File: config.mk
export PLATFORM = sky130hd
export DESIGN_NAME = waypoint_steering_with_repulsion
export DESIGN_NICKNAME = d
export VERILOG_FILES = /design/src/hw/rtl/wsr_pkg.sv /design/src/hw/rtl/waypoint_steering_with_repulsion.sv /design/src/hw/rtl/wsr_div.sv /design/src/hw/rtl/wsr_isqrt.sv /design/src/hw/rtl/wsr_cordic.sv
export VERILOG_INCLUDE_DIRS = /design/src /design/src/hw/rtl
export SDC_FILE = /design/constraint.sdc
export NUM_CORES = 2
export LEC_CHECK = 0
export ABC_CLOCK_PERIOD_IN_PS = 11200
export BUFFER_PORTS_ARGS = -buffer_cell sky130_fd_sc_hd__buf_2
export CAP_MARGIN = 30
export CORE_UTILIZATION = 60
export CTS_BUF_LIST = sky130_fd_sc_hd__clkbuf_4 sky130_fd_sc_hd__clkbuf_8
export DETAILED_ROUTE_END_ITERATION = 7
export PLACE_DENSITY = 0.9
export SYNTH_ARGS = -nofsm -noshare
export SYNTH_HDL_FRONTEND = slang
export SYNTH_SLANG_ARGS = --single-unit
export TNS_END_PERCENT = 100
File: constraint.sdc
create_clock -name clk -period 11.2 [get_ports clk]
set_input_delay 0.56 -clock clk [delete_from_list [all_inputs] [get_ports clk]]
set_output_delay 0.56 -clock clk [all_outputs]
set_load 0.005 [all_outputs]
File: src/hw/rtl/waypoint_steering_with_repulsion_assert.svh
// Assertion macros shared by the waypoint steering RTL.
// Needs a clock named clk and a reset named rst in the including module.
`ifndef WAYPOINT_STEERING_WITH_REPULSION_ASSERT_SVH
`define WAYPOINT_STEERING_WITH_REPULSION_ASSERT_SVH

// same-cycle implication
`define WSR_ASSERT_NOW(label, cond, conseq, msg) \
  label: assert property (@(posedge clk) disable iff (rst) (cond) |-> (conseq)) \
    else $error(msg);

// next-cycle implication
`define WSR_ASSERT_NEXT(label, cond, conseq, msg) \
  label: assert property (@(posedge clk) disable iff (rst) (cond) |=> (conseq)) \
    else $error(msg);

`endif

File: src/hw/rtl/wsr_pkg.sv
// Package for waypoint steering with repulsion: widths, constants, item types.
// No dependencies.
package wsr_pkg;

  localparam int MAX_OBSTACLES = 8;
  localparam int IDX_W = (MAX_OBSTACLES > 1) ? $clog2(MAX_OBSTACLES) : 1;
  localparam int CNT_W = $clog2(MAX_OBSTACLES + 1);

  localparam int COORD_W = 15;
  localparam int ANG_W   = 16;
  localparam int PULSE_W = 11;
  localparam int DIST_W  = 11;
  localparam int COUNT_W = 4;
  localparam int SUM_W   = 24;
  localparam int MUL_A_W = 17;
  localparam int MUL_B_W = 28;
  localparam int MUL_P_W = MUL_A_W + MUL_B_W;
  localparam int CORD_W  = 34;
  localparam int SQ_W    = 36;
  localparam int ROOT_W  = 18;
  localparam int ADDR_W  = 4;
  localparam int DATA_W  = 32;

  localparam logic [31:0] REPULSE_NUM = 32'd2560000;
  localparam logic [31:0] OD_MIN      = 32'd256;
  localparam logic [31:0] NEAR_Q      = 32'd230400;
  localparam logic [27:0] TURN_GAIN   = 28'd164709933;
  localparam logic signed [15:0] ERR_LIMIT = 16'sd1043;
  localparam int CORDIC_ITERS = 16;

  localparam logic [1:0] REG_COUNT = 2'd0;
  localparam logic [1:0] REG_FAR   = 2'd1;
  localparam logic [1:0] REG_STOP  = 2'd2;

  localparam logic OP_LOAD = 1'b0;
  localparam logic OP_STEP = 1'b1;

  typedef struct packed {
    logic                     opcode;
    logic [2:0]               obstacle_index;
    logic [COORD_W-1:0]       obstacle_x;
    logic [COORD_W-1:0]       obstacle_y;
    logic [COORD_W-1:0]       robot_x;
    logic [COORD_W-1:0]       robot_y;
    logic signed [ANG_W-1:0]  robot_heading;
    logic [COORD_W-1:0]       target_x;
    logic [COORD_W-1:0]       target_y;
  } cmd_t;

  typedef struct packed {
    logic [PULSE_W-1:0] left_pulse;
    logic [PULSE_W-1:0] right_pulse;
    logic [PULSE_W-1:0] direct_left;
    logic [PULSE_W-1:0] direct_right;
  } res_t;

  // atan(2^-i) in 2^-24 turn
  function automatic logic [31:0] cordic_angle(input logic [3:0] i);
    logic [31:0] a;
    unique case (i)
      4'd0:  a = 32'd2097152;
      4'd1:  a = 32'd1238021;
      4'd2:  a = 32'd654136;
      4'd3:  a = 32'd332050;
      4'd4:  a = 32'd166669;
      4'd5:  a = 32'd83416;
      4'd6:  a = 32'd41718;
      4'd7:  a = 32'd20860;
      4'd8:  a = 32'd10430;
      4'd9:  a = 32'd5215;
      4'd10: a = 32'd2608;
      4'd11: a = 32'd1304;
      4'd12: a = 32'd652;
      4'd13: a = 32'd326;
      4'd14: a = 32'd163;
      4'd15: a = 32'd81;
      default: a = 32'd0;
    endcase
    return a;
  endfunction

endpackage

File: src/hw/rtl/waypoint_steering_with_repulsion.sv
// Top level of waypoint steering with obstacle repulsion: sequencer, shared multiplier,
// obstacle table, register port. Depends on wsr_pkg, wsr_div, wsr_cordic, wsr_isqrt.
//
// An obstacle-load item is written into the table when accepted and gives no result.
// After a control-step item is accepted, cmd_stall stays high while the sequencer
// squares the distances and visits each used obstacle in states S_OBS, S_OX, S_OY and
// S_CHK, and for an obstacle whose squared distance is in range it adds two passes of the
// one-bit-per-cycle divider. The base work covers up to 29 normalization doublings, 16
// CORDIC steps and 18 square-root steps (a zero steering vector skips the CORDIC); a
// result register held by res_stall also prolongs the stall. The result waits in an
// output register; the next item is taken once the step has placed its result there.
`include "waypoint_steering_with_repulsion_assert.svh"

module waypoint_steering_with_repulsion import wsr_pkg::*; (
  input  logic              clk,
  input  logic              rst,
  input  logic              cmd_valid,
  output logic              cmd_stall,
  input  cmd_t              cmd,
  output logic              res_valid,
  input  logic              res_stall,
  output res_t              res,
  input  logic              psel,
  input  logic              penable,
  input  logic              pwrite,
  input  logic [ADDR_W-1:0] paddr,
  input  logic [DATA_W-1:0] pwdata,
  output logic [DATA_W-1:0] prdata,
  output logic              pready
);

  typedef enum logic [4:0] {
    S_IDLE, S_DX, S_DY, S_FAR, S_STOP, S_OBS, S_OX, S_OY, S_CHK,
    S_NUMX, S_DSX, S_DWX, S_NUMY, S_DSY, S_DWY,
    S_ATAN, S_ATW, S_GAIN, S_SQ, S_SQW, S_OUT
  } st_t;

  st_t st;

  logic [COUNT_W-1:0] obstacle_count;
  logic [DIST_W-1:0]  far_distance;
  logic [DIST_W-1:0]  stop_distance;

  logic [COORD_W-1:0] tab_x [MAX_OBSTACLES];
  logic [COORD_W-1:0] tab_y [MAX_OBSTACLES];

  logic [COORD_W-1:0]       rx;
  logic [COORD_W-1:0]       ry;
  logic [ANG_W-1:0]         heading;
  logic signed [15:0]       dx;
  logic signed [15:0]       dy;
  logic [31:0]              d2;
  logic [31:0]              farq;
  logic [31:0]              stopq;
  logic signed [SUM_W-1:0]  sx;
  logic signed [SUM_W-1:0]  sy;
  logic [CNT_W-1:0]         n_q;
  logic [CNT_W-1:0]         idx;
  logic signed [15:0]       ox;
  logic signed [15:0]       oy;
  logic [31:0]              od;
  logic [31:0]              num;
  logic signed [ANG_W-1:0]  err;
  logic [12:0]              mag;
  logic [ROOT_W-1:0]        root_q;

  logic                     accept;
  logic                     cfg_wr;
  logic [MUL_A_W-1:0]       mul_a;
  logic [MUL_B_W-1:0]       mul_b;
  logic [MUL_P_W-1:0]       mul_p;
  logic [15:0]              abs_dx;
  logic [15:0]              abs_dy;
  logic [15:0]              abs_ox;
  logic [15:0]              abs_oy;
  logic signed [16:0]       err_x;
  logic [16:0]              abs_err;
  logic [14:0]              far16;
  logic [14:0]              stop16;
  logic signed [15:0]       dx_c;
  logic signed [15:0]       dy_c;
  logic signed [15:0]       ox_c;
  logic signed [15:0]       oy_c;
  logic [CNT_W-1:0]         n_c;

  logic                     div_start;
  logic                     div_done;
  logic [31:0]              quot;
  logic signed [SUM_W-1:0]  q_s;
  logic                     cor_start;
  logic                     cor_done;
  logic [ANG_W-1:0]         angle;
  logic                     sq_start;
  logic                     sq_done;
  logic [ROOT_W-1:0]        root;
  logic [SQ_W-1:0]          rad;

  logic [12:0]              mag_c;
  logic signed [12:0]       turn;
  logic [8:0]               speed;
  logic signed [12:0]       pl;
  logic signed [12:0]       pr;
  logic [PULSE_W-1:0]       pl_c;
  logic [PULSE_W-1:0]       pr_c;
  logic [PULSE_W-1:0]       fwd;
  logic [PULSE_W-1:0]       dl;
  logic [PULSE_W-1:0]       dr;
  logic                     pulse_ok;
  logic                     direct_ok;

  assign pready    = 1'b1;
  assign cfg_wr    = psel && penable && pwrite && pready;
  assign cmd_stall = (st != S_IDLE);
  assign accept    = cmd_valid && !cmd_stall;

  always_comb begin
    unique case (paddr[3:2])
      REG_COUNT: prdata = DATA_W'(obstacle_count);
      REG_FAR:   prdata = DATA_W'(far_distance);
      REG_STOP:  prdata = DATA_W'(stop_distance);
      default:   prdata = '0;
    endcase
  end

  always_ff @(posedge clk) begin
    if (rst) begin
      obstacle_count <= '0;
      far_distance   <= DIST_W'(80);
      stop_distance  <= DIST_W'(5);
    end else if (cfg_wr) begin
      unique case (paddr[3:2])
        REG_COUNT: obstacle_count <= pwdata[COUNT_W-1:0];
        REG_FAR:   far_distance   <= pwdata[DIST_W-1:0];
        REG_STOP:  stop_distance  <= pwdata[DIST_W-1:0];
        default: ;
      endcase
    end
  end

  always_ff @(posedge clk) begin
    if (accept && cmd.opcode == OP_LOAD &&
        {1'b0, cmd.obstacle_index} < 4'(MAX_OBSTACLES)) begin
      tab_x[IDX_W'(cmd.obstacle_index)] <= cmd.obstacle_x;
      tab_y[IDX_W'(cmd.obstacle_index)] <= cmd.obstacle_y;
    end
  end

  always_comb begin
    dx_c   = $signed({1'b0, cmd.target_x}) - $signed({1'b0, cmd.robot_x});
    dy_c   = $signed({1'b0, cmd.target_y}) - $signed({1'b0, cmd.robot_y});
    ox_c   = $signed({1'b0, rx}) - $signed({1'b0, tab_x[idx[IDX_W-1:0]]});
    oy_c   = $signed({1'b0, ry}) - $signed({1'b0, tab_y[idx[IDX_W-1:0]]});
    n_c    = ({1'b0, obstacle_count} > 5'(MAX_OBSTACLES)) ?
             CNT_W'(MAX_OBSTACLES) : CNT_W'(obstacle_count);
    abs_dx = dx[15] ? 16'(-dx) : 16'(dx);
    abs_dy = dy[15] ? 16'(-dy) : 16'(dy);
    abs_ox = ox[15] ? 16'(-ox) : 16'(ox);
    abs_oy = oy[15] ? 16'(-oy) : 16'(oy);
    err_x  = {err[ANG_W-1], err};
    abs_err = err_x[16] ? 17'(-err_x) : 17'(err_x);
    far16  = {far_distance, 4'd0};
    stop16 = {stop_distance, 4'd0};
    q_s    = SUM_W'(quot);
    rad    = (SQ_W'(d2) << 4) + (SQ_W'(d2) << 3) + SQ_W'(d2);
  end

  // shared multiplier
  always_comb begin
    mul_a = '0;
    mul_b = '0;
    unique case (st)
      S_DX:   begin mul_a = 17'(abs_dx); mul_b = 28'(abs_dx); end
      S_DY:   begin mul_a = 17'(abs_dy); mul_b = 28'(abs_dy); end
      S_FAR:  begin mul_a = 17'(far16);  mul_b = 28'(far16);  end
      S_STOP: begin mul_a = 17'(stop16); mul_b = 28'(stop16); end
      S_OX:   begin mul_a = 17'(abs_ox); mul_b = 28'(abs_ox); end
      S_OY:   begin mul_a = 17'(abs_oy); mul_b = 28'(abs_oy); end
      S_NUMX: begin mul_a = 17'(abs_ox); mul_b = 28'(REPULSE_NUM); end
      S_NUMY: begin mul_a = 17'(abs_oy); mul_b = 28'(REPULSE_NUM); end
      S_GAIN: begin mul_a = abs_err;     mul_b = TURN_GAIN; end
      default: ;
    endcase
  end
  assign mul_p = MUL_P_W'(mul_a) * MUL_P_W'(mul_b);

  assign div_start = (st == S_DSX) || (st == S_DSY);
  assign cor_start = (st == S_ATAN);
  assign sq_start  = (st == S_SQ);

  wsr_div u_div (
    .clk   (clk),
    .rst   (rst),
    .start (div_start),
    .num   (num),
    .den   (od),
    .done  (div_done),
    .quot  (quot)
  );

  wsr_cordic u_cordic (
    .clk   (clk),
    .rst   (rst),
    .start (cor_start),
    .xin   (sx),
    .yin   (sy),
    .done  (cor_done),
    .angle (angle)
  );

  wsr_isqrt u_isqrt (
    .clk      (clk),
    .rst      (rst),
    .start    (sq_start),
    .radicand (rad),
    .done     (sq_done),
    .root     (root)
  );

  // result formation
  always_comb begin
    mag_c = (mag > 13'd500) ? 13'd500 : mag;
    if (d2 < NEAR_Q && mag_c > 13'd100) mag_c = mag_c >> 1;
    turn  = err[ANG_W-1] ? -$signed(mag_c) : $signed(mag_c);
    speed = ((root_q >> 4) > ROOT_W'(300)) ? 9'd300 : 9'(root_q >> 4);
    if (d2 < stopq) speed = '0;
    pl = 13'sd1500 - $signed({4'd0, speed}) + turn;
    pr = 13'sd1500 + $signed({4'd0, speed}) + turn;
    pl_c = (pl < 13'sd1000) ? 11'd1000 : (pl > 13'sd2000) ? 11'd2000 : pl[PULSE_W-1:0];
    pr_c = (pr < 13'sd1000) ? 11'd1000 : (pr > 13'sd2000) ? 11'd2000 : pr[PULSE_W-1:0];
    fwd  = (d2 > farq) ? 11'd200 : 11'd80;
    if (err > ERR_LIMIT) begin
      dl = 11'd1500 - fwd;
      dr = 11'd1620;
    end else if (err < -ERR_LIMIT) begin
      dl = 11'd1620;
      dr = 11'd1500 - fwd;
    end else begin
      dl = 11'd1500 + fwd;
      dr = 11'd1500 + fwd;
    end
  end

  always_ff @(posedge clk) begin
    if (rst) begin
      st        <= S_IDLE;
      res_valid <= 1'b0;
      idx       <= '0;
      n_q       <= '0;
    end else begin
      if (res_valid && !res_stall && st != S_OUT) res_valid <= 1'b0;
      unique case (st)
        S_IDLE: begin
          if (accept && cmd.opcode == OP_STEP) begin
            rx      <= cmd.robot_x;
            ry      <= cmd.robot_y;
            heading <= cmd.robot_heading;
            dx      <= dx_c;
            dy      <= dy_c;
            sx      <= SUM_W'(dx_c);
            sy      <= SUM_W'(dy_c);
            n_q     <= n_c;
            idx     <= '0;
            st      <= S_DX;
          end
        end
        S_DX:   begin d2 <= mul_p[31:0];      st <= S_DY;   end
        S_DY:   begin d2 <= d2 + mul_p[31:0]; st <= S_FAR;  end
        S_FAR:  begin farq <= mul_p[31:0];    st <= S_STOP; end
        S_STOP: begin stopq <= mul_p[31:0];   st <= S_OBS;  end
        S_OBS: begin
          if (idx == n_q) begin
            st <= S_ATAN;
          end else begin
            ox <= ox_c;
            oy <= oy_c;
            st <= S_OX;
          end
        end
        S_OX: begin od <= mul_p[31:0];      st <= S_OY;  end
        S_OY: begin od <= od + mul_p[31:0]; st <= S_CHK; end
        S_CHK: begin
          if (od > OD_MIN && od < REPULSE_NUM) begin
            st <= S_NUMX;
          end else begin
            idx <= idx + CNT_W'(1);
            st  <= S_OBS;
          end
        end
        S_NUMX: begin num <= mul_p[31:0]; st <= S_DSX; end
        S_DSX:  st <= S_DWX;
        S_DWX: begin
          if (div_done) begin
            sx <= ox[15] ? sx - q_s : sx + q_s;
            st <= S_NUMY;
          end
        end
        S_NUMY: begin num <= mul_p[31:0]; st <= S_DSY; end
        S_DSY:  st <= S_DWY;
        S_DWY: begin
          if (div_done) begin
            sy  <= oy[15] ? sy - q_s : sy + q_s;
            idx <= idx + CNT_W'(1);
            st  <= S_OBS;
          end
        end
        S_ATAN: st <= S_ATW;
        S_ATW: begin
          if (cor_done) begin
            err <= $signed(angle - heading);
            st  <= S_GAIN;
          end
        end
        S_GAIN: begin mag <= mul_p[44:32]; st <= S_SQ; end
        S_SQ:   st <= S_SQW;
        S_SQW: begin
          if (sq_done) begin
            root_q <= root;
            st     <= S_OUT;
          end
        end
        S_OUT: begin
          if (!res_valid || !res_stall) begin
            res.left_pulse   <= pl_c;
            res.right_pulse  <= pr_c;
            res.direct_left  <= dl;
            res.direct_right <= dr;
            res_valid        <= 1'b1;
            st               <= S_IDLE;
          end
        end
        default: st <= S_IDLE;
      endcase
    end
  end

  assign pulse_ok  = res.left_pulse >= 11'd1000 && res.left_pulse <= 11'd2000 &&
                     res.right_pulse >= 11'd1000 && res.right_pulse <= 11'd2000;
  assign direct_ok = res.direct_left == 11'd1620 || res.direct_right == 11'd1620 ||
                     res.direct_left == res.direct_right;

  `WSR_ASSERT_NOW(a_pulse_range, res_valid, pulse_ok, "pulse out of range")
  `WSR_ASSERT_NOW(a_direct_shape, res_valid, direct_ok, "bad direct command")
  `WSR_ASSERT_NEXT(a_load_quick, accept && cmd.opcode == OP_LOAD, st == S_IDLE, "load left idle")
  `WSR_ASSERT_NOW(a_idx_bound, st == S_OBS, idx <= n_q && n_q <= CNT_W'(MAX_OBSTACLES), "idx overrun")

endmodule

File: src/hw/rtl/wsr_div.sv
// Restoring divider, one quotient bit per cycle.
// Depends on wsr_pkg.
module wsr_div import wsr_pkg::*; (
  input  logic        clk,
  input  logic        rst,
  input  logic        start,
  input  logic [31:0] num,
  input  logic [31:0] den,
  output logic        done,
  output logic [31:0] quot
);

  logic [31:0] rem;
  logic [5:0]  cnt;
  logic        active;
  logic [32:0] rem_sh;
  logic        fits;

  always_comb begin
    rem_sh = {rem, quot[31]};
    fits   = rem_sh >= {1'b0, den};
  end

  always_ff @(posedge clk) begin
    if (rst) begin
      active <= 1'b0;
      done   <= 1'b0;
      cnt    <= '0;
    end else begin
      done <= 1'b0;
      if (start) begin
        rem    <= '0;
        quot   <= num;
        cnt    <= 6'd32;
        active <= 1'b1;
      end else if (active) begin
        rem  <= fits ? 32'(rem_sh - {1'b0, den}) : rem_sh[31:0];
        quot <= {quot[30:0], fits};
        cnt  <= cnt - 6'd1;
        if (cnt == 6'd1) begin
          active <= 1'b0;
          done   <= 1'b1;
        end
      end
    end
  end

endmodule

File: src/hw/rtl/wsr_isqrt.sv
// Integer square root, two radicand bits per cycle.
// Depends on wsr_pkg.
module wsr_isqrt import wsr_pkg::*; (
  input  logic              clk,
  input  logic              rst,
  input  logic              start,
  input  logic [SQ_W-1:0]   radicand,
  output logic              done,
  output logic [ROOT_W-1:0] root
);

  logic [SQ_W-1:0] n;
  logic [SQ_W-1:0] r;
  logic [SQ_W-1:0] b;
  logic [SQ_W-1:0] t;
  logic [4:0]      cnt;
  logic            active;

  assign t    = r + b;
  assign root = r[ROOT_W-1:0];

  always_ff @(posedge clk) begin
    if (rst) begin
      active <= 1'b0;
      done   <= 1'b0;
      cnt    <= '0;
    end else begin
      done <= 1'b0;
      if (start) begin
        n      <= radicand;
        r      <= '0;
        b      <= SQ_W'(1) << (SQ_W - 2);
        cnt    <= 5'(SQ_W / 2);
        active <= 1'b1;
      end else if (active) begin
        if (n >= t) begin
          n <= n - t;
          r <= (r >> 1) + b;
        end else begin
          r <= r >> 1;
        end
        b   <= b >> 2;
        cnt <= cnt - 5'd1;
        if (cnt == 5'd1) begin
          active <= 1'b0;
          done   <= 1'b1;
        end
      end
    end
  end

endmodule

File: src/hw/rtl/wsr_cordic.sv
// Vectoring CORDIC atan2 with normalization, one step per cycle.
// Depends on wsr_pkg.
module wsr_cordic import wsr_pkg::*; (
  input  logic                    clk,
  input  logic                    rst,
  input  logic                    start,
  input  logic signed [SUM_W-1:0] xin,
  input  logic signed [SUM_W-1:0] yin,
  output logic                    done,
  output logic [ANG_W-1:0]        angle
);

  typedef enum logic [1:0] {C_IDLE, C_NORM, C_ROT} cst_t;

  cst_t                    st;
  logic signed [CORD_W-1:0] x;
  logic signed [CORD_W-1:0] y;
  logic [31:0]              z;
  logic [3:0]               i;
  logic signed [CORD_W-1:0] xe;
  logic signed [CORD_W-1:0] ye;
  logic [CORD_W-1:0]        ax;
  logic [CORD_W-1:0]        ay;
  logic [CORD_W-1:0]        m;
  logic signed [CORD_W-1:0] shx;
  logic signed [CORD_W-1:0] shy;
  logic signed [CORD_W-1:0] x_next;
  logic signed [CORD_W-1:0] y_next;
  logic [31:0]              z_next;
  logic [31:0]              zr;

  always_comb begin
    xe  = CORD_W'(xin);
    ye  = CORD_W'(yin);
    ax  = x[CORD_W-1] ? CORD_W'(-x) : CORD_W'(x);
    ay  = y[CORD_W-1] ? CORD_W'(-y) : CORD_W'(y);
    m   = (ax > ay) ? ax : ay;
    shx = y >>> i;
    shy = x >>> i;
    if (!y[CORD_W-1]) begin
      x_next = x + shx;
      y_next = y - shy;
      z_next = z + cordic_angle(i);
    end else begin
      x_next = x - shx;
      y_next = y + shy;
      z_next = z - cordic_angle(i);
    end
    zr = z_next + 32'd128;
  end

  always_ff @(posedge clk) begin
    if (rst) begin
      st   <= C_IDLE;
      done <= 1'b0;
    end else begin
      done <= 1'b0;
      unique case (st)
        C_IDLE: begin
          if (start) begin
            if (xin == '0 && yin == '0) begin
              angle <= '0;
              done  <= 1'b1;
            end else begin
              x  <= xin[SUM_W-1] ? -xe : xe;
              y  <= xin[SUM_W-1] ? -ye : ye;
              z  <= xin[SUM_W-1] ? 32'd8388608 : 32'd0;
              st <= C_NORM;
            end
          end
        end
        C_NORM: begin
          if (m < (CORD_W'(1) << 29)) begin
            x <= x <<< 1;
            y <= y <<< 1;
          end else begin
            i  <= '0;
            st <= C_ROT;
          end
        end
        C_ROT: begin
          x <= x_next;
          y <= y_next;
          z <= z_next;
          i <= i + 4'd1;
          if (i == 4'(CORDIC_ITERS - 1)) begin
            angle <= zr[23:8];
            done  <= 1'b1;
            st    <= C_IDLE;
          end
        end
        default: st <= C_IDLE;
      endcase
    end
  end

endmodule
## Yosys cells after proc, flatten, opt, wreduce, memory -nomap -nowiden

Memories as Yosys holds them, arrays and structs flattened. A register that Yosys moved wholly into a read port is not among the register bits.
Index checks and enable logic that the tools add are counted.

| storage, ports and cells | value |
|---|---|
| output and inout port bits | 79 |
| logic and storage cells | 348 |
| memories kept | 4 |
| bits in writable memories | 240 |
| flip-flop bits (word level) | 741 |
| bits in read-only memories | 704 |

Memory list:

| name | words | width | rd ports | clocked after Yosys merged registers in | write ports | RTL line | RTL |
|---|---|---|---|---|---|---|---|
| (no name shown) | 16 | 22 | 1 | 1 | 0 | wsr_pkg.sv:60 | `unique case (i)` |
| (no name shown) | 16 | 22 | 1 | 1 | 0 | wsr_pkg.sv:60 |  |
| tab_x | 8 | 15 | 1 | 1 | 1 | waypoint_steering_with_repulsion.sv:44 | `logic [COORD_W-1:0] tab_x [MAX_OBSTACLES];` |
| tab_y | 8 | 15 | 1 | 1 | 1 | waypoint_steering_with_repulsion.sv:45 | `logic [COORD_W-1:0] tab_y [MAX_OBSTACLES];` |

| operators by class | value |
|---|---|
| reduce and logical (&&, ||, !) cells | 68 |
| multipliers | 1 |
| eq/ne operators | 42 |
| add/subtract/negate cells | 44 |
| bitwise operators | 5 |
| magnitude comparators | 19 |
| shift operators | 2 |
| multiplexer cells | 113 |

Operators by type and width:

| operator | count |
|---|---|
| 2-to-1 mux 34 bit | 13 |
| 2-to-1 mux 32 bit | 9 |
| one-hot mux 28 bit (8 select lines) | 1 |
| one-hot mux 34 bit (3 select lines) | 2 |
| one-hot mux 32 bit (2 select lines) | 3 |
| 2-to-1 mux 36 bit | 5 |
| 2-to-1 mux 24 bit | 7 |
| one-hot mux 17 bit (7 select lines) | 1 |
| 2-to-1 mux 16 bit | 7 |
| one-hot mux 5 bit (21 select lines) | 1 |
| adder 32 bit | 3 |
| one-hot mux 24 bit (2 select lines) | 2 |
| adder 36 x 35 -> 36 bit | 2 |
| adder 34 bit | 2 |
| negator 24 -> 34 bit | 2 |
| negator 34 bit | 2 |
| >>> shifter 34 x 4 -> 34 bit | 2 |
| subtractor 34 bit | 2 |
| negator 16 bit | 4 |
| subtractor 15 x 15 -> 16 bit | 4 |
| subtractor 32 bit | 2 |
| 2-to-1 mux 11 bit | 5 |
| adder 24 bit | 2 |
| logical NOT 24 bit | 2 |
| 81 further kinds | 209 |

## Logic depth before layout (Yosys ltp)

| logic depth | value |
|---|---|
| depth in word-level cells | 10 |
| gate-level depth with buffers | 43 |
| depth with buffers taken out | 42 |

## Cells and area by module

A second synthesis with hierarchy kept.

| second synthesis, totals | value |
|---|---|
| cell total of the unflattened synthesis | 9059 |
| area total of the unflattened synthesis | 88202.1 µm² |

Modules (own cells, without submodules):

| module | instances | cells an instance | area an instance (µm²) | seq. area each (µm²) |
|---|---|---|---|---|
| waypoint_steering_with_repulsion | 1 | 5256 | 55031.5 | 19929.1 |
| wsr_cordic | 1 | 2311 | 19577.5 | 3863.7 |
| wsr_isqrt | 1 | 965 | 8506.9 | 2842.7 |
| wsr_div | 1 | 527 | 5086.1 | 2082.0 |

## Least setup slack after synthesis

Ideal clock, no wire load.

| timing | value |
|---|---|
| path type | reg-to-reg |
| start point | register u_cordic.x[7] |
| end point | register u_cordic.x[0], enable pin |
| stages on the path, launching flop included | 16 |
| data required time | 10.514 ns |
| library setup time | 0.686 ns |
| path slack | -0.466 ns |
| data arrival time | 10.980 ns |
| clock period less this slack | 11.666 ns |
| path through | edfxtp_1 buf_6 or4_4 or4_4 or3_1 o41a_1 xor2_1 ha_1 a21oi_1 o21ai_0 a21oi_1 o211ai_1 a211oi_1 o21ba_2 nor3_1 nor4b_1 |

| between the ends | value |
|---|---|
| word-level cells in the longest chain between the ends | 7 |

Ends and longest elaborated chain:

| what | RTL line | RTL |
|---|---|---|
| from (decl) | wsr_cordic.sv:16 | `logic signed [CORD_W-1:0] x;` |
| from (signal assigned) | wsr_cordic.sv:65 | `x <= xin[SUM_W-1] ? -xe : xe;` |
| from (signal assigned) | wsr_cordic.sv:74 | `x <= x <<< 1;` |
| from (signal assigned) | wsr_cordic.sv:82 | `x <= x_next;` |
| negator 34 bit | wsr_cordic.sv:35 | `ax = x[CORD_W-1] ? CORD_W'(-x) : CORD_W'(x);` |
| 2-to-1 mux 34 bit (*) | wsr_cordic.sv:35 |  |
| > comparator 34 bit | wsr_cordic.sv:37 | `m = (ax > ay) ? ax : ay;` |
| 2-to-1 mux 34 bit (*) | wsr_cordic.sv:37 |  |
| < comparator 34 x 30 -> 1 bit (*) | wsr_cordic.sv:73 | `if (m < (CORD_W'(1) << 29)) begin` |
| != test 2 x 1 -> 1 bit (no source line) (*) | - |  |
| AND reduction 5 bit (no source line) (*) | - |  |

Mark *: on every way between the ends. The rest lies on a longest branch, timed or not.
A chain may end at the register's enable or synchronous reset.

## Final worst setup path

| timing | value |
|---|---|
| start point | register dx[7] |
| end point | register d2[30], data pin |

| between the ends | value |
|---|---|
| word-level cells in the longest chain between the ends | 6 |
| elaborated cells on any way between the ends | 7 |
| those cells by class | add/sub: 2; mul: 1; mux: 4 |

Ends and longest elaborated chain:

| what | RTL line | RTL |
|---|---|---|
| from (decl) | waypoint_steering_with_repulsion.sv:50 | `logic signed [15:0] dx;` |
| from (signal assigned) | waypoint_steering_with_repulsion.sv:257 | `dx <= dx_c;` |
| negator 16 bit | waypoint_steering_with_repulsion.sv:155 | `abs_dx = dx[15] ? 16'(-dx) : 16'(dx);` |
| 2-to-1 mux 16 bit (*) | waypoint_steering_with_repulsion.sv:155 |  |
| one-hot mux 28 bit (8 select lines) / one-hot mux 17 bit (7 select lines) (equally long branches) | waypoint_steering_with_repulsion.sv:171 | `unique case (st)` |
| multiplier 17 x 28 -> 45 bit (*) | waypoint_steering_with_repulsion.sv:184 | `assign mul_p = MUL_P_W'(mul_a) * MUL_P_W'(mul_b);` |
| net mul_p[20] | waypoint_steering_with_repulsion.sv:71 | `logic [MUL_P_W-1:0] mul_p;` |
| adder 32 bit (*) | waypoint_steering_with_repulsion.sv:267 | `S_DY: begin d2 <= d2 + mul_p[31:0]; st <= S_FAR; end` |
| one-hot mux 32 bit (2 select lines) (*) | waypoint_steering_with_repulsion.sv:251 | `unique case (st)` |
| to (signal assigned) | waypoint_steering_with_repulsion.sv:266 | `S_DX: begin d2 <= mul_p[31:0]; st <= S_DY; end` |
| to (signal assigned) | waypoint_steering_with_repulsion.sv:267 |  |
| to (decl) | waypoint_steering_with_repulsion.sv:52 | `logic [31:0] d2;` |

Mark *: on every way through the listed nets, which the timed path passes. The rest lies on a longest branch.

==> reports/summary.log <==
qor: synthesis.synth_cells 8975
qor: synthesis.netlist_area 0.0869 sq mm
qor: synthesis.synth-edff-count 901
qor: synthesis.synth.top_cell.area_share 31.1%
qor: route.detail_route.wirelength 264000 um
qor: floorplan.dieWidth 383 um
qor: route.detail_route.iter0.violations 8951
qor: route.iteration_count_of_the_initial_detailed_routing_pass 8
qor: global_route.met2_usage 55.5%
qor: clocking.numClockSinks 984
qor: placement.dpl_worst_slack 0.354 ns
qor: critical_path.crit_type reg2reg
qor: cells_and_area.multi_input_gate_area 0.0540 sq mm
qor: timing.layout_setup_ws 0.345 ns
qor: power.cellLeakagePower 39.5 nW
qor: global_route.track_usage 35.5%
qor: power.p_total 0.0314 W
qor: critical_path.critical_path.most_common_cell sky130_fd_sc_hd__fa_1
qor: synthesis.synth_xor_xnor_area_share 7.16%
qor: timing.finalHoldWorstSlack 0.159 ns
qor: global_route.initial_antenna_violation_count 7
qor: timing.timing.final.setup_violations 0
qor: floorplan.fp.coreArea 0.144 sq mm
qor: cells_and_area.layout_area_overhead 9.91%
qor: synthesis.yosys_warnings 0
qor: critical_path.timing.critical_path.slowest_cell_delay 0.56 ns
qor: timing.number_of_max_slew_violations_in_the_final_report 0
qor: cells_and_area.final_layout_size_suffix_gt1_share 10.7%
qor: timing.layout_skew 0.106 ns
qor: synthesis.synth_top_family_by_area adder cells
qor: critical_path.required 11.87 ns
qor: flow_run.timing.max_cap.violations 0
qor: worst_hold_path.worstHoldPathType in2reg
qor: synthesis.ys_async_sr_fraction 0%
qor: critical_path.path_max_fanout 14
qor: timing.max_freq 92.1 MHz
qor: timing.tightest_slew 1.16 ns
qor: power.power.density_cell_area 329 mW/mm^2
qor: synthesis.ys_types 100
qor: floorplan.io_pins 232
qor: run_status.status complete, but fails checks
qor: run_status.failed_checks DRC
qor: floorplan.die_area 0.146 sq mm
qor: timing.rsz_0062_raised_after_global_routing false
qor: clocking.cts.clk_slew.worst_paths 0.07 ns
qor: cells_and_area.fillers 10.6k
qor: synthesis.ys_ff_latch 984
qor: clocking.ctsLongestPathBuffers 3
qor: global_route.grt_remaining_overflow 0
qor: route.route.detailed.drc 81
qor: global_route.fraction_of_met3_tracks_used_by_global_routing 6.84%
qor: synthesis.synth.largest_area_cell sky130_fd_sc_hd__edfxtp_1
qor: floorplan.core.rowCount 139
qor: critical_path.critical_path.endpoint_type register
qor: global_route.wire_length_of_the_first_global_routing_pass 405000 um
qor: synthesis.synthFlopType sky130_fd_sc_hd__edfxtp_1
qor: floorplan.die_y 383 um
qor: global_route.grtUsageMet1 46.9%
qor: synthesis.synth_area_per_cell 9.68 sq um
qor: route.routed_length_per_placed_instance 23.2 um
qor: timing.final_period_minus_worst_setup_slack 10.86 ns
qor: floorplan.start_util 60.5%
qor: global_route.grt_max_degree 77
qor: synthesis.yosys.area_share.adder 19.4%
qor: timing.layout_worst_path_cycle_share 96.9%
qor: cells_and_area.total_nets_final 10.6k
qor: critical_path.critPathSlowestCell sky130_fd_sc_hd__fa_1
qor: timing.worst_case_headroom_to_the_max_slew_limit 22.3%
qor: clocking.clock_tree_from_tritoncts built
qor: placement.port-buffer-count 178
qor: synthesis.yosys.area_share.simple 14.2%
qor: timing.hold_viol 0
qor: route.num_vias 73.9k
qor: route.drt.antenna.violating_nets 0
qor: placement.dp.final_hpwl 192000 um
qor: global_route.globalRoute.busiestLayer met2
qor: global_route.via_count_of_the_first_global_routing_pass 71.5k
qor: clocking.cts_buffers 170
qor: synthesis.synth_compound_area_share 15.0%
qor: critical_path.worst-endpoint-arrival 11.53 ns
qor: clocking.worst_skew_late_latency 0.99 ns
qor: power.ir_drop 0.625 mV
qor: critical_path.critPathLaunchType register
qor: placement.rd_place_congestion 1.01
qor: cells_and_area.sequential_cell_area 0.0287 sq mm
qor: synthesis.yosys-mux-area-fraction 5.73%
qor: synthesis.yosys-top-cells-area sky130_fd_sc_hd__edfxtp_1 31%, sky130_fd_sc_hd__ha_1 11%, sky130_fd_sc_hd__fa_1 8.8%, sky130_fd_sc_hd__xnor2_1 4.1%, sky130_fd_sc_hd__mux4_2 3.9%
qor: clocking.clk_root_buffer_cell sky130_fd_sc_hd__clkbuf_8
qor: timing.accumulated_negative_setup_slack 0 ns
qor: synthesis.synth.yosys.seq_area_share 33.0%
qor: route.drt-vias-per-instance 6.48
qor: clocking.htreeDepth 4
-- power by group --
group | switching (W) | leakage, nW | internal [W]
Sequential | 0.000443 | 8.81 | 0.00505
Clock | 0.00175 | 1.89 | 0.00183
Combinational | 0.0131 | 28.8 | 0.00920
Total | 0.0153 | 39.5 | 0.0161
-- logic make-up (layout without fill, tap and decap cells) --
family,count (synthesis),in the layout
XOR/XNOR,710,710
other,2,71
adder cells (fa/ha/maj),1119,1119
flip-flops,984,984
multiplexers,303,303
AO/OA/AOI/OAI,2029,2029
buffers and inverters,1200,1650
AND/OR/NAND/NOR,2628,2628
-- layout make-up --
cell class,count,share of cell area (%)
inverters,848,3.33
clock inverters,84,0.914
clock buffers,225,2.90
flip-flops and latches,984,30.1
multi-input cells,6856,56.5
repair buffers,493,3.73
well taps,1903,2.49
diodes,4,0.0105
-- worst max-delay path: cells and delay by family, from the launching register on --
kind,cells,cell delay (ns)
flops,1,0.49
xor+xnor,3,0.57
fa+ha+maj,8,3.64
compound gates,14,3.73
buf+inv,5,0.45
simple gates,6,1.37
mux,1,0.27
-- layer usage --
layer,wire [um],up-vias,part of all wire (%)
met3,29400,957,11
met2,119000,4933,45
li1,-,32800,-
met4,15500,2,5.9
met5,10,-,0.0038
met1,100000,35200,38
-- cells in the final DEF (no fill, tap or decap), types with 102 or more instances in the layout --
cell type / instances
sky130_fd_sc_hd__ha_1: 734
sky130_fd_sc_hd__buf_4: 222
sky130_fd_sc_hd__mux4_2: 151
sky130_fd_sc_hd__nand3_1: 130
sky130_fd_sc_hd__nor2_1: 711
sky130_fd_sc_hd__xor2_1: 296
sky130_fd_sc_hd__nor3_1: 187
sky130_fd_sc_hd__nand2_1: 843
sky130_fd_sc_hd__fa_1: 384
sky130_fd_sc_hd__a21oi_1: 527
sky130_fd_sc_hd__mux2i_1: 105
sky130_fd_sc_hd__edfxtp_1: 901
sky130_fd_sc_hd__or3_1: 111
sky130_fd_sc_hd__nand2b_1: 102
sky130_fd_sc_hd__o21ai_0: 483
sky130_fd_sc_hd__clkbuf_8: 173
sky130_fd_sc_hd__buf_2: 177
sky130_fd_sc_hd__inv_1: 836
sky130_fd_sc_hd__xnor2_1: 410
sky130_fd_sc_hd__a21o_1: 198
-- metrics by stage --
stage,util [%],area (sq um),std cells
after global routing,66.5,95500,11400
after CTS,66.4,95400,11400
after floorplan,-,87100,9040
after global placement,63.2,90800,11000
after detailed placement,63.2,90900,11000
final,66.5,95500,11400
-- cell usage after synthesis, types with 47 or more instances --
library cell,number
sky130_fd_sc_hd__nor4_1,67
sky130_fd_sc_hd__clkbuf_1,244
sky130_fd_sc_hd__mux4_2,151
sky130_fd_sc_hd__fa_1,384
sky130_fd_sc_hd__a211oi_1,93
sky130_fd_sc_hd__o21bai_1,58
sky130_fd_sc_hd__a21oi_1,534
sky130_fd_sc_hd__or3_1,112
sky130_fd_sc_hd__ha_1,735
sky130_fd_sc_hd__xor2_1,299
sky130_fd_sc_hd__o21ai_0,485
sky130_fd_sc_hd__nand2b_1,102
sky130_fd_sc_hd__a31oi_1,84
sky130_fd_sc_hd__nand3_1,132
sky130_fd_sc_hd__nor2b_1,89
sky130_fd_sc_hd__and2_1,85
sky130_fd_sc_hd__nand4_1,72
sky130_fd_sc_hd__a21o_1,198
sky130_fd_sc_hd__o21a_1,81
sky130_fd_sc_hd__mux2_2,47
sky130_fd_sc_hd__mux2i_1,105
sky130_fd_sc_hd__edfxtp_1,901
sky130_fd_sc_hd__dfxtp_1,83
sky130_fd_sc_hd__nor3_1,196
sky130_fd_sc_hd__inv_1,841
sky130_fd_sc_hd__buf_1,48
sky130_fd_sc_hd__nor2_1,722
sky130_fd_sc_hd__nand2_1,846
sky130_fd_sc_hd__xnor2_1,411
sky130_fd_sc_hd__and3_1,52
sky130_fd_sc_hd__o31ai_1,89
-- sequential cells by signal, summed over array words and instances, names as in the netlist, 34 cells and up, named ones only --
signal      cells
tab_x         120
u_cordic.x     34
res            34
u_isqrt.n      36
u_isqrt.r      36
tab_y         120
u_cordic.y     34
-- timing repair --
item / 4_1_cts / 5_1_grt
setup buffers: 0 / 1
endpoints found under the setup margin: 0 / 7
hold buffers: 88 / 0
hold endpoints to repair: 313 / 0
gates resized for setup: 0 / 14
-- worst paths after layout --
kind	startpoint	end	slack, ns	depth (start not counted)
max	dx[7]$_DFFE_PP_	d2[30]$_DFFE_PP_	0.34	37
min	cmd[11]	dy[11]$_DFFE_PP_	0.16	3
max reg2reg	dx[7]$_DFFE_PP_	d2[30]$_DFFE_PP_	0.34	37
min reg2reg	n_q[3]$_SDFFE_PP0P_	n_q[3]$_SDFFE_PP0P_	0.48	2
Note: power is estimated with default switching activity, not from simulation.
